--- src/hw/rtl/fidcrc_pkg.sv ---
// shared types, codes and crc-32 functions for the fork id crc block
// no dependencies; imported by every module of the block
package fidcrc_pkg;

  // operation codes on the input tuser
  localparam logic [1:0] OP_GENESIS = 2'd0;
  localparam logic [1:0] OP_FORK    = 2'd1;
  localparam logic [1:0] OP_FINISH  = 2'd2;

  // configuration register indexes
  localparam logic [1:0] CFG_REMOTE_HASH = 2'd0;
  localparam logic [1:0] CFG_REMOTE_NEXT = 2'd1;
  localparam logic [1:0] CFG_HEAD_BLOCK  = 2'd2;

  localparam int CfgIdxW  = 2;
  localparam int CfgDataW = 64;
  localparam int InDataW  = 72;   // data_byte, fork_pos
  localparam int OutDataW = 104;  // local_hash, local_next, compatible, zero fill
  localparam int OutUsedW = 97;

  // queue between front and back
  localparam int QDepth = 4;
  localparam int QPtrW  = $clog2(QDepth);
  localparam int QCntW  = $clog2(QDepth + 1);

  localparam logic [31:0] CrcPoly = 32'hEDB88320;

  typedef enum logic [1:0] {
    KIND_GENESIS,
    KIND_FORK,
    KIND_FINISH
  } kind_e;

  typedef struct packed {
    kind_e       kind;
    logic [63:0] payload;  // genesis byte in the low bits, or fork point
  } entry_t;

  // one byte through the reflected crc register (raw, not inverted)
  function automatic logic [31:0] crc_byte(input logic [31:0] raw, input logic [7:0] b);
    logic [31:0] r;
    r = raw ^ {24'd0, b};
    for (int k = 0; k < 8; k++) begin
      r = r[0] ? ((r >> 1) ^ CrcPoly) : (r >> 1);
    end
    return r;
  endfunction

  function automatic logic [31:0] crc_add_byte(input logic [31:0] crc, input logic [7:0] b);
    return ~crc_byte(~crc, b);
  endfunction

  // fork point as eight big-endian bytes; linear in the data, so a flat xor net
  function automatic logic [31:0] crc_add_u64(input logic [31:0] crc, input logic [63:0] v);
    logic [31:0] r;
    r = ~crc;
    for (int i = 7; i >= 0; i--) begin
      r = crc_byte(r, v[8*i +: 8]);
    end
    return ~r;
  endfunction

endpackage

--- src/hw/rtl/fidcrc_front.sv ---
// front stage: accepts input words, decodes the operation, drops unused codes
// depends on fidcrc_pkg
module fidcrc_front (
  input  logic                          clk_i,
  input  logic                          rst_ni,
  input  logic                          s_axis_tvalid,
  output logic                          s_axis_tready,
  input  logic [fidcrc_pkg::InDataW-1:0] s_axis_tdata,  // data_byte, fork_pos
  input  logic [1:0]                    s_axis_tuser,  // operation
  output logic                          push_valid_o,
  input  logic                          push_ready_i,
  output fidcrc_pkg::entry_t            push_entry_o
);
  import fidcrc_pkg::*;

  logic   valid_q, valid_d;
  entry_t entry_q, entry_d;
  logic   keep;
  entry_t decoded;

  always_comb begin
    keep            = 1'b1;
    decoded.kind    = KIND_GENESIS;
    decoded.payload = {56'd0, s_axis_tdata[7:0]};
    unique case (s_axis_tuser)
      OP_GENESIS: decoded.kind = KIND_GENESIS;
      OP_FORK: begin
        decoded.kind    = KIND_FORK;
        decoded.payload = s_axis_tdata[71:8];
      end
      OP_FINISH: decoded.kind = KIND_FINISH;
      default: keep = 1'b0;
    endcase
  end

  assign s_axis_tready = !valid_q || push_ready_i;

  always_comb begin
    valid_d = valid_q;
    entry_d = entry_q;
    if (s_axis_tready) begin
      valid_d = s_axis_tvalid && keep;
      entry_d = decoded;
    end
  end

  always_ff @(posedge clk_i or negedge rst_ni) begin
    if (!rst_ni) begin
      valid_q <= 1'b0;
    end else begin
      valid_q <= valid_d;
    end
  end

  always_ff @(posedge clk_i) begin
    entry_q <= entry_d;
  end

  assign push_valid_o = valid_q;
  assign push_entry_o = entry_q;

endmodule

--- src/hw/rtl/fidcrc_queue.sv ---
// short first-in first-out queue of decoded words between front and back
// depends on fidcrc_pkg
module fidcrc_queue (
  input  logic               clk_i,
  input  logic               rst_ni,
  input  logic               push_valid_i,
  output logic               push_ready_o,
  input  fidcrc_pkg::entry_t push_entry_i,
  output logic               pop_valid_o,
  input  logic               pop_ready_i,
  output fidcrc_pkg::entry_t pop_entry_o
);
  import fidcrc_pkg::*;

  entry_t             mem_q [QDepth];
  logic [QPtrW-1:0]   wr_ptr_q, wr_ptr_d;
  logic [QPtrW-1:0]   rd_ptr_q, rd_ptr_d;
  logic [QCntW-1:0]   count_q, count_d;
  logic               do_push, do_pop;

  assign push_ready_o = count_q != QCntW'(QDepth);
  assign pop_valid_o  = count_q != '0;
  assign do_push      = push_valid_i && push_ready_o;
  assign do_pop       = pop_valid_o && pop_ready_i;
  assign pop_entry_o  = mem_q[rd_ptr_q];

  always_comb begin
    wr_ptr_d = do_push ? wr_ptr_q + QPtrW'(1) : wr_ptr_q;
    rd_ptr_d = do_pop ? rd_ptr_q + QPtrW'(1) : rd_ptr_q;
    count_d  = count_q;
    if (do_push && !do_pop) begin
      count_d = count_q + QCntW'(1);
    end else if (do_pop && !do_push) begin
      count_d = count_q - QCntW'(1);
    end
  end

  always_ff @(posedge clk_i or negedge rst_ni) begin
    if (!rst_ni) begin
      wr_ptr_q <= '0;
      rd_ptr_q <= '0;
      count_q  <= '0;
    end else begin
      wr_ptr_q <= wr_ptr_d;
      rd_ptr_q <= rd_ptr_d;
      count_q  <= count_d;
    end
  end

  always_ff @(posedge clk_i) begin
    if (do_push) begin
      mem_q[wr_ptr_q] <= push_entry_i;
    end
  end

endmodule

--- src/hw/rtl/fidcrc_back.sv ---
// back stage: crc state, fork bookkeeping, compatibility verdict, result register
// depends on fidcrc_pkg
module fidcrc_back (
  input  logic                            clk_i,
  input  logic                            rst_ni,
  input  logic                            cfg_we_i,
  input  logic [fidcrc_pkg::CfgIdxW-1:0]  cfg_index_i,
  input  logic [fidcrc_pkg::CfgDataW-1:0] cfg_wdata_i,
  input  logic                            pop_valid_i,
  output logic                            pop_ready_o,
  input  fidcrc_pkg::entry_t              pop_entry_i,
  output logic                            m_axis_tvalid,
  input  logic                            m_axis_tready,
  output logic [fidcrc_pkg::OutDataW-1:0] m_axis_tdata
);
  import fidcrc_pkg::*;

  // configuration
  logic [31:0] remote_hash_q;
  logic [63:0] remote_next_q, head_block_q;

  // chain state
  logic [31:0] run_crc_q, run_crc_d;
  logic [31:0] held_hash_q, held_hash_d;
  logic        gen_done_q, gen_done_d;
  logic        next_found_q, next_found_d;
  logic [63:0] held_next_q, held_next_d;
  logic        common_found_q, common_found_d;
  logic [63:0] common_point_q, common_point_d;
  logic        after_valid_q, after_valid_d;
  logic [63:0] after_point_q, after_point_d;

  // result register
  logic        out_valid_q, out_valid_d;
  logic [31:0] out_hash_q, out_hash_d;
  logic [63:0] out_next_q, out_next_d;
  logic        out_compat_q, out_compat_d;

  logic        out_free, do_pop;
  logic        close_cf, before_head, verdict;
  logic [63:0] fork_val;
  logic [7:0]  gbyte;
  logic [31:0] fork_crc, hash_fork_crc;

  assign out_free    = !out_valid_q || m_axis_tready;
  assign pop_ready_o = (pop_entry_i.kind != KIND_FINISH) || out_free;
  assign do_pop      = pop_valid_i && pop_ready_o;

  assign fork_val      = pop_entry_i.payload;
  assign gbyte         = pop_entry_i.payload[7:0];
  assign fork_crc      = crc_add_u64(run_crc_q, fork_val);
  assign hash_fork_crc = crc_add_u64(held_hash_q, fork_val);

  // genesis match counts once genesis closes; point stays zero in that case
  assign close_cf    = common_found_q || (!gen_done_q && run_crc_q == remote_hash_q);
  assign before_head = after_valid_q && (after_point_q <= head_block_q);
  assign verdict     = close_cf &&
                       ((head_block_q < common_point_q) ||
                        (before_head && remote_next_q == after_point_q) ||
                        (!before_head && (remote_next_q == '0 ||
                                          remote_next_q > head_block_q)));

  always_comb begin
    run_crc_d      = run_crc_q;
    held_hash_d    = held_hash_q;
    gen_done_d     = gen_done_q;
    next_found_d   = next_found_q;
    held_next_d    = held_next_q;
    common_found_d = common_found_q;
    common_point_d = common_point_q;
    after_valid_d  = after_valid_q;
    after_point_d  = after_point_q;
    out_valid_d    = out_valid_q && !m_axis_tready;
    out_hash_d     = out_hash_q;
    out_next_d     = out_next_q;
    out_compat_d   = out_compat_q;
    if (do_pop) begin
      unique case (pop_entry_i.kind)
        KIND_GENESIS: begin
          if (!gen_done_q) begin
            run_crc_d   = crc_add_byte(run_crc_q, gbyte);
            held_hash_d = crc_add_byte(held_hash_q, gbyte);
          end
        end
        KIND_FORK: begin
          gen_done_d     = 1'b1;
          common_found_d = close_cf;
          if (close_cf) begin
            if (!after_valid_q) begin
              after_valid_d = 1'b1;
              after_point_d = fork_val;
            end
          end else begin
            run_crc_d = fork_crc;
            if (fork_crc == remote_hash_q) begin
              common_found_d = 1'b1;
              common_point_d = fork_val;
            end
          end
          if (!next_found_q) begin
            if (fork_val > head_block_q) begin
              next_found_d = 1'b1;
              held_next_d  = fork_val;
            end else begin
              held_hash_d = hash_fork_crc;
            end
          end
        end
        KIND_FINISH: begin
          out_valid_d    = 1'b1;
          out_hash_d     = held_hash_q;
          out_next_d     = next_found_q ? held_next_q : '0;
          out_compat_d   = verdict;
          run_crc_d      = '0;
          held_hash_d    = '0;
          gen_done_d     = 1'b0;
          next_found_d   = 1'b0;
          held_next_d    = '0;
          common_found_d = 1'b0;
          common_point_d = '0;
          after_valid_d  = 1'b0;
          after_point_d  = '0;
        end
        default: begin
        end
      endcase
    end
  end

  always_ff @(posedge clk_i or negedge rst_ni) begin
    if (!rst_ni) begin
      remote_hash_q  <= '0;
      remote_next_q  <= '0;
      head_block_q   <= '0;
      run_crc_q      <= '0;
      held_hash_q    <= '0;
      gen_done_q     <= 1'b0;
      next_found_q   <= 1'b0;
      held_next_q    <= '0;
      common_found_q <= 1'b0;
      common_point_q <= '0;
      after_valid_q  <= 1'b0;
      after_point_q  <= '0;
      out_valid_q    <= 1'b0;
    end else begin
      if (cfg_we_i) begin
        unique case (cfg_index_i)
          CFG_REMOTE_HASH: remote_hash_q <= cfg_wdata_i[31:0];
          CFG_REMOTE_NEXT: remote_next_q <= cfg_wdata_i;
          CFG_HEAD_BLOCK:  head_block_q  <= cfg_wdata_i;
          default: begin
          end
        endcase
      end
      run_crc_q      <= run_crc_d;
      held_hash_q    <= held_hash_d;
      gen_done_q     <= gen_done_d;
      next_found_q   <= next_found_d;
      held_next_q    <= held_next_d;
      common_found_q <= common_found_d;
      common_point_q <= common_point_d;
      after_valid_q  <= after_valid_d;
      after_point_q  <= after_point_d;
      out_valid_q    <= out_valid_d;
    end
  end

  always_ff @(posedge clk_i) begin
    out_hash_q   <= out_hash_d;
    out_next_q   <= out_next_d;
    out_compat_q <= out_compat_d;
  end

  assign m_axis_tvalid = out_valid_q;
  assign m_axis_tdata  = {(OutDataW - OutUsedW)'(0), out_compat_q, out_next_q, out_hash_q};

endmodule

--- src/hw/rtl/fork_id_crc_and_compat_check.sv ---
// fork identifier builder: reflected crc-32 over genesis bytes and fork points,
// local hash and next fork, and a compatibility verdict against a remote id.
// Words enter with the operation on tuser (genesis byte, fork point, finish) and
// are taken one per clock, back to back, while the queue has room. A front
// register decodes each word and drops the unused operation code; a four-word
// queue decouples it from the back stage, which updates the crc state for each
// word (a flat 64-bit xor network for a fork point) and writes the result into
// an output register. A finish word passes through the front register and the
// queue before it reaches that register; only a finish word waits for a full
// output register, and the queue keeps input flowing meanwhile. After a finish
// the chain state is cleared for the next run, while the configuration registers
// keep their values. Write the configuration only with no word in flight.
module fork_id_crc_and_compat_check (
  input  logic                            clk_i,
  input  logic                            rst_ni,
  // configuration write port
  input  logic                            cfg_we_i,
  input  logic [fidcrc_pkg::CfgIdxW-1:0]  cfg_index_i,
  input  logic [fidcrc_pkg::CfgDataW-1:0] cfg_wdata_i,
  // input words
  input  logic                            s_axis_tvalid,
  output logic                            s_axis_tready,
  input  logic [fidcrc_pkg::InDataW-1:0]  s_axis_tdata,  // data_byte [7:0], fork_pos [71:8]
  input  logic [1:0]                      s_axis_tuser,  // operation
  // result words
  output logic                            m_axis_tvalid,
  input  logic                            m_axis_tready,
  output logic [fidcrc_pkg::OutDataW-1:0] m_axis_tdata   // local_hash [31:0],
                                                         // local_next [95:32],
                                                         // compatible [96], zeros above
);
  import fidcrc_pkg::*;

  // front to queue
  logic   push_valid, push_ready;
  entry_t push_entry;
  // queue to back
  logic   pop_valid, pop_ready;
  entry_t pop_entry;

  fidcrc_front u_front (
    .clk_i         (clk_i),
    .rst_ni        (rst_ni),
    .s_axis_tvalid (s_axis_tvalid),
    .s_axis_tready (s_axis_tready),
    .s_axis_tdata  (s_axis_tdata),
    .s_axis_tuser  (s_axis_tuser),
    .push_valid_o  (push_valid),
    .push_ready_i  (push_ready),
    .push_entry_o  (push_entry)
  );

  // absorbs the back stage stalling on a full result register
  fidcrc_queue u_queue (
    .clk_i        (clk_i),
    .rst_ni       (rst_ni),
    .push_valid_i (push_valid),
    .push_ready_o (push_ready),
    .push_entry_i (push_entry),
    .pop_valid_o  (pop_valid),
    .pop_ready_i  (pop_ready),
    .pop_entry_o  (pop_entry)
  );

  fidcrc_back u_back (
    .clk_i         (clk_i),
    .rst_ni        (rst_ni),
    .cfg_we_i      (cfg_we_i),
    .cfg_index_i   (cfg_index_i),
    .cfg_wdata_i   (cfg_wdata_i),
    .pop_valid_i   (pop_valid),
    .pop_ready_o   (pop_ready),
    .pop_entry_i   (pop_entry),
    .m_axis_tvalid (m_axis_tvalid),
    .m_axis_tready (m_axis_tready),
    .m_axis_tdata  (m_axis_tdata)
  );

endmodule

--- config.mk ---
export PLATFORM = sky130hd
export DESIGN_NAME = fork_id_crc_and_compat_check
export DESIGN_NICKNAME = d
export VERILOG_FILES = /design/src/hw/rtl/fidcrc_pkg.sv /design/src/hw/rtl/fidcrc_front.sv /design/src/hw/rtl/fidcrc_queue.sv /design/src/hw/rtl/fidcrc_back.sv /design/src/hw/rtl/fork_id_crc_and_compat_check.sv
export SDC_FILE = /design/constraint.sdc
export NUM_CORES = 2
export LEC_CHECK = 0
export ABC_CLOCK_PERIOD_IN_PS = 10300
export BUFFER_PORTS_ARGS = -buffer_cell sky130_fd_sc_hd__buf_4
export CAP_MARGIN = 20
export CORE_AREA = 10 10 316 318
export DETAILED_ROUTE_END_ITERATION = 10
export DIE_AREA = 0 0 326 328
export PLACE_DENSITY = 0.75
export SLEW_MARGIN = 20
export SYNTH_ARGS = -nofsm -noshare
export SYNTH_HDL_FRONTEND = slang
export SYNTH_SLANG_ARGS = --single-unit
--- constraint.sdc ---
create_clock -name clk_i -period 10.3 [get_ports clk_i]
set_input_delay 0 -clock clk_i [delete_from_list [all_inputs] [get_ports clk_i]]
set_output_delay 0 -clock clk_i [all_outputs]
set_load 0.02 [all_outputs]
# ---- Yosys cells after proc, flatten, opt, wreduce, memory -nomap -nowiden
# Memories as Yosys holds them, arrays and structs flattened.
# Cells that the tools add are included.
# W data, S select, Z words.
dict set report totals {
  regBits 592
  latch_bits 0
  ramBits 264
  mem_bits_ro 0
  input_bits 145
  output_inout_bits 106
  word_cells 442
  n_memories 1
}
dict set report op_classes {
  n_addsub 4
  multipliers 0
  n_div 0
  magnitude_cmp 4
  eq_ne 19
  shift 0
  mux 178
  bitwise_logic 168
  reduce_logical 45
}
# name words word_bits rd rd_clocked_by_memory_dff wr line_no
set mem_list {}
lappend mem_list {u_queue.mem_q 4 66 1 0 1 fidcrc_queue.sv:15} ;# entry_t mem_q [QDepth];
# operator count
set op_table {}
lappend op_table {{$mux W32} 149}
lappend op_table {{$not A13 Y14} 144}
lappend op_table {{$xor A32 B8 Y32} 18}
lappend op_table {{$mux W64} 6}
lappend op_table {{$pmux W64 S2} 3}
lappend op_table {{$not A32 Y32} 6}
lappend op_table {{$pmux W32 S3} 2}
lappend op_table {{$gt A64 B64 Y1} 2}
lappend op_table {{$eq A32 B32 Y1} 2}
lappend op_table {{$eq A64 B64 Y1} 1}
lappend op_table {{$le A64 B64 Y1} 1}
lappend op_table {{$logic_not A64 Y1} 1}
lappend op_table {{$lt A64 B64 Y1} 1}
lappend op_table {{$reduce_and A4 Y1} 4}
lappend op_table {{$ne A2 B2 Y1 const B} 6}
lappend op_table {{$logic_and A1 B1 Y1} 11}
lappend op_table {{$mux W1} 10}
lappend op_table {{$reduce_and A2 Y1} 5}
lappend op_table {{$mux W8} 1}
lappend op_table {{$pmux W1 S2} 4}
lappend op_table {{$logic_not A1 Y1} 7}
lappend op_table {{$logic_or A1 B1 Y1} 7}
lappend op_table {{$eq A2 B1 Y1 const B} 3}
lappend op_table {{$eq A2 B2 Y1 const B} 3}
lappend op_table {{other kinds (13)} 21}

# ---- Logic depth before layout (Yosys ltp)
dict set report logic_depth {
  ltp_word 142
  mapped_depth 34
  mapped_depth_nobuf 26
}

# ---- Modules after synthesis
# Synthesis repeated with hierarchy kept, for this count alone.
dict set report hier_totals {
  cells_unflattened 4022
  hier_area_um2 54562.3
}
# module n_inst cells_each area_each_um2
set by_module_without_submodules {}
lappend by_module_without_submodules {fidcrc_back 1 3499 42042.8}
lappend by_module_without_submodules {fidcrc_queue 1 380 9953.3}
lappend by_module_without_submodules {fidcrc_front 1 143 2566.2}

# ---- Worst setup path before layout
# OpenSTA, ideal clock, no wires.
dict set report synth_timing {
  path_type {register -> register}
  startpoint {register u_queue.rd_ptr_q[0]}
  endpoint {register u_back.common_point_q[20]}
  arrival_time_ns 8.250
  path_slack_ns 1.929
  path_stages_with_launch 28
  n_path_buf 3
  path_cell_list {dfrtp_1 > buf_6 > mux4_2 > buf_4 > xnor2_1 > xnor2_2 > xor2_1 > xnor3_2 > xor3_2 > xor3_2 > xor3_2 > xor2_4 > xnor3_2 > xor2_2 > xnor2_1 > xor2_1 > xnor2_4 > xor2_2 > xor2_2 > xor2_1 > xnor2_1 > xnor2_1 > and3_1 > o2111ai_1 > a211o_1 > o21bai_4 > buf_2 > a22o_1}
}
dict set report synth_between {
  elab_chain_cells 103
}
# element line_no
set synth_lines {}
lappend synth_lines {{start: declaration} fidcrc_queue.sv:17} ;# logic [QPtrW-1:0] rd_ptr_q, rd_ptr_d;
lappend synth_lines {{start signal: assignment} fidcrc_queue.sv:45} ;# rd_ptr_q <= rd_ptr_d;
lappend synth_lines {{$mem_v2 Z4 W66 *} n/a}
lappend synth_lines {{$xor A32 B8 Y32} fidcrc_pkg.sv:42} ;# r = raw ^ {24'd0, b};
lappend synth_lines {{$mux W32 or $not A13 Y14 (tied branches)} n/a}
lappend synth_lines {{$not A13 Y14 (no source line) or $mux W32 (tied branches)} n/a}
lappend synth_lines {{$mux W32 or $not A13 Y14 (tied branches)} n/a}
lappend synth_lines {{$not A13 Y14 (no source line) or $mux W32 (tied branches)} n/a}
lappend synth_lines {{$mux W32 or $not A13 Y14 (tied branches) (2 in a row)} n/a}
lappend synth_lines {{$not A13 Y14 (no source line) or $mux W32 (tied branches)} n/a}
lappend synth_lines {{[... 81 more ...]} n/a}
lappend synth_lines {{$mux W32 or $not A13 Y14 (tied branches) (2 in a row)} n/a}
lappend synth_lines {{$not A13 Y14 (no source line) or $mux W32 (tied branches)} n/a}
lappend synth_lines {{$mux W32 or $not A13 Y14 (tied branches) (5 in a row)} n/a}
lappend synth_lines {{$mux W32} fidcrc_pkg.sv:44} ;# r = r[0] ? ((r >> 1) ^ CrcPoly) : (r >> 1);
lappend synth_lines {{$not A32 Y32} fidcrc_pkg.sv:60} ;# return ~r;
lappend synth_lines {{$eq A32 B32 Y1} fidcrc_back.sv:95} ;# if (fork_crc == remote_hash_q) begin
lappend synth_lines {{$ne A2 B1 Y1 (no source line)} n/a}
lappend synth_lines {{$reduce_and A4 Y1 (no source line)} n/a}
lappend synth_lines {{end signal: assignment} fidcrc_back.sv:161} ;# common_point_q <= common_point_d;
lappend synth_lines {{end: declaration} fidcrc_back.sv:29} ;# logic [63:0] common_point_q, common_point_d;
# Every way passes the cells marked *; elsewhere a longest branch is shown, timed or not. The select of a mux whose other input is x is not followed.
# A chain may end at the register's enable or synchronous reset.

# ---- Final worst setup path
dict set report layout_timing {
  startpoint {register u_queue.rd_ptr_q[0]}
  endpoint {register u_back.common_point_q[48]}
}
# Same word-level chain as after synthesis.

==> results.toml <==
[drt]
via_count = 35569
drt_iter0_drc = 3809
dr.pass1.iters = 6
ant_nets = 0
postRouteWirelength_um = 170000
viasPerCell = 5.87
drc_errors = 0
wl_per_cell_um = 28.1

[worst_setup_path]
cp-start-kind = "flop"
cp.arrival_ns = 10.22
end_kind = "flop"
cp_top_family = "XOR/XNOR gates"
critical_path.max_fanout = 70
criticalPathCategory = "flop to flop"
cpMostUsedCell = "xnor2_1"
slowest_delay_ns = 0.72
cpMaxStageDelayCell = "mux4_2"
path_buf_inv = 3
critPathRequiredTime_ns = 10.86

[grt]
gr-total-overflow = 0
grt_pass1_wl_um = 249000
grt_usage = 0.315
grt_pass1_vias = 36094
grt_max_degree = 180
antenna_found_initial = 8

[die]
num_io_pins = 251
die_w_um = 326
dieHeight_um = 328
num_rows = 112
core-area_um2 = 93000
start_util = 0.577
dieArea_um2 = 107000

[cts]
cts_buffers = 88
cts-resized-gates = 0
clk_latency_ns = 0.70
tritoncts = "done"
ctsRootBufferMaster = "clkbuf_16"
clockBufferDepth = 3
path_clk_slew_ns = 0.06
cts_sinks = 856
htree_levels = 3

[cells_and_area]
layout-drive-gt1-share = 0.204
syn_to_final_growth_pct = 15.5
nNetsFinal = 5136

[timing]
final.setup.tns_ns = 0
worstMarginPinSlew_ns = 1.10
clock.fmax_mhz = 104
hold_violations = 9
finalSetupViolations = 0
relSlewSlack = 0.268
finClkSkew_ns = 0.0557
fin_crit_ns = 9.66
drv_slew = 0
period_share = 0.938
rsz0062_at_grt = "no"
hold_ws_ns = -0.0250

[yosys]
syn_area_um2 = 53700
synth_cell_types = 68
synth_edf_count = 427
seq_area_frac_synth = 0.439
synth_area_per_cell_um2 = 12.6
synth_async_sr_flop_share = 0.501
synth_ff_type = "dfrtp_1"
ys_ff_latch = 856
synthCells = 4269
yosysWarnings = 0

[placed_design]
place_congestion = 0.981
io_buffers = 243
dp_hpwl_um = 127000

[status]
violations = "negative hold slack"
outcome = "finished with violations"

[min_path]
holdCritPathClass = "primary input to asynchronous set/reset pin"

[run]
cap_violations = 0
-- worst paths after layout --
check	endpoint	start	cells after the start	slack (ns)
setup / recovery	u_back.common_point_q[48]	u_queue.rd_ptr_q[0]	28	0.64
min in group clk_i	u_back.head_block_q[42]	cfg_wdata_i[42]	3	0.10
hold reg to reg	u_back.held_next_q[54]	u_back.held_next_q[54]	2	0.47
max in group asynchronous	u_back.common_point_q[48]	rst_ni	3	8.76
hold / removal	u_back.held_next_q[20]	rst_ni	2	-0.02
setup reg to reg	u_back.common_point_q[48]	u_queue.rd_ptr_q[0]	28	0.64
-- per-layer routing --
metal | part of all wire | global-route usage | up-vias
li1 | - | - | 15787
met1 | 0.40 | 0.418 | 17736
met2 | 0.46 | 0.497 | 1684
met3 | 0.086 | 0.0620 | 360
met4 | 0.053 | 0.147 | 2
met5 | 0.000070 | 0 | -
-- sequential cells by signal, summed over array words and instances, names as in the netlist --
| name | count |
|---|---|
| u_queue.mem_q | 264 |
| u_front.push_entry_o | 66 |
| u_back.after_point_q | 64 |
| u_back.common_point_q | 64 |
| u_back.head_block_q | 64 |
| u_back.held_next_q | 64 |
| u_back.out_next_q | 64 |
| u_back.remote_next_q | 64 |
| u_back.held_hash_q | 32 |
| u_back.out_hash_q | 32 |
| u_back.remote_hash_q | 32 |
| u_back.run_crc_q | 32 |
| u_queue.count_q | 3 |
| u_queue.rd_ptr_q | 2 |
| u_queue.wr_ptr_q | 2 |
| u_back.after_valid_q | 1 |
| u_back.common_found_q | 1 |
| u_back.gen_done_q | 1 |
| u_back.m_axis_tvalid | 1 |
| u_back.next_found_q | 1 |
| u_back.out_compat_q | 1 |
| u_front.push_valid_o | 1 |
-- worst reg2reg max path, delay by kind of cell, from the launching register on --
family / cells / cell delay, ns
xor gates and xnor gates: 16 / 5.59
AOI/OAI and AO/OA: 4 / 1.07
buffers and inverters: 3 / 0.81
muxes: 1 / 0.73
and+or+nand+nor: 4 / 0.72
DFF: 1 / 0.59
-- synthesized netlist by cell type (15+ instances only) --
library cell | number | area, um^2
nand4_1 | 81 | 507
nor2_1 | 37 | 139
ha_1 | 264 | 3300
xnor3_1 | 67 | 1510
inv_1 | 147 | 552
o21ai_1 | 35 | 175
a22o_1 | 27 | 236
edfxtp_1 | 427 | 12800
xnor2_4 | 18 | 495
and2_1 | 125 | 782
nand2b_1 | 56 | 350
o21ai_0 | 148 | 741
dfrtp_1 | 429 | 10700
nor2b_1 | 107 | 669
mux4_2 | 69 | 1550
o22a_1 | 15 | 131
a21o_1 | 38 | 285
nor4_1 | 33 | 206
xnor2_1 | 974 | 8530
a21oi_1 | 113 | 566
xor2_1 | 241 | 2110
xnor2_2 | 63 | 1020
xor2_2 | 21 | 342
clkbuf_1 | 103 | 387
mux2_2 | 274 | 3090
nand2_1 | 150 | 563
a22oi_1 | 47 | 353
-- placed cells by master, fill, tap and decap left out, types with 81 or more instances in the layout --
cell type      synthesis  routed
inv_1                147     147
nor2b_1              107     106
nand4_1               81      81
nand2_1              150     150
dlygate4sd3_1          0     145
ha_1                 264     263
buf_4                 13     348
a21oi_1              113     112
clkbuf_16              0      89
o21ai_0              148     148
edfxtp_1             427     427
and2_1               125     120
dfrtp_1              429     426
xor2_1               241     241
xnor2_1              974     973
mux2_2               274     274
-- layout make-up --
type	count	area, um^2
clock inverter	54	713
tap	1254	1570
multi-input combinational	3132	29100
antenna	1	2.50
clock buffer	110	2330
fill	6867	31000
sequential	856	23600
inverter	148	556
timing repair buffer	500	4200
-- stage by stage --
| step | cell area (um^2) | cells | setup WS, ns | util |
|---|---|---|---|---|
| CTS | 62000 | 6052 | 0.574 | 0.666 |
| floorplan | 53700 | 4275 | 1.93 | - |
| global route | 62000 | 6054 | 0.156 | 0.667 |
| global placement | 57500 | 5743 | 0.883 | 0.618 |
| finish | 62000 | 6055 | 0.642 | 0.667 |
| detailed placement | 57500 | 5743 | 0.684 | 0.618 |
-- what timing repair did --
action | in CTS | in global routing
hold endpoints to repair | 335 | 0
hold buffers | 145 | 0
endpoints found under the setup margin | 0 | 1
buffers inserted | 0 | 1
-- cells by family (layout without fill, tap and decap cells) --
logic type	Yosys count	after routing	synth area share
multiplexers	353	353	0.0883
AND/OR/NAND/NOR	637	637	0.0654
adder cells (fa/ha/maj)	265	265	0.0619
other	1	8	0.0000698
buffers and inverters	287	812	0.0219
XOR/XNOR	1407	1407	0.271
AO/OA/AOI/OAI	463	463	0.0524
flip-flops	856	856	0.439
Power is left out: the tool's default activity adds up to more than one toggle a clock period on the data nets, which glitch-free logic cannot reach.
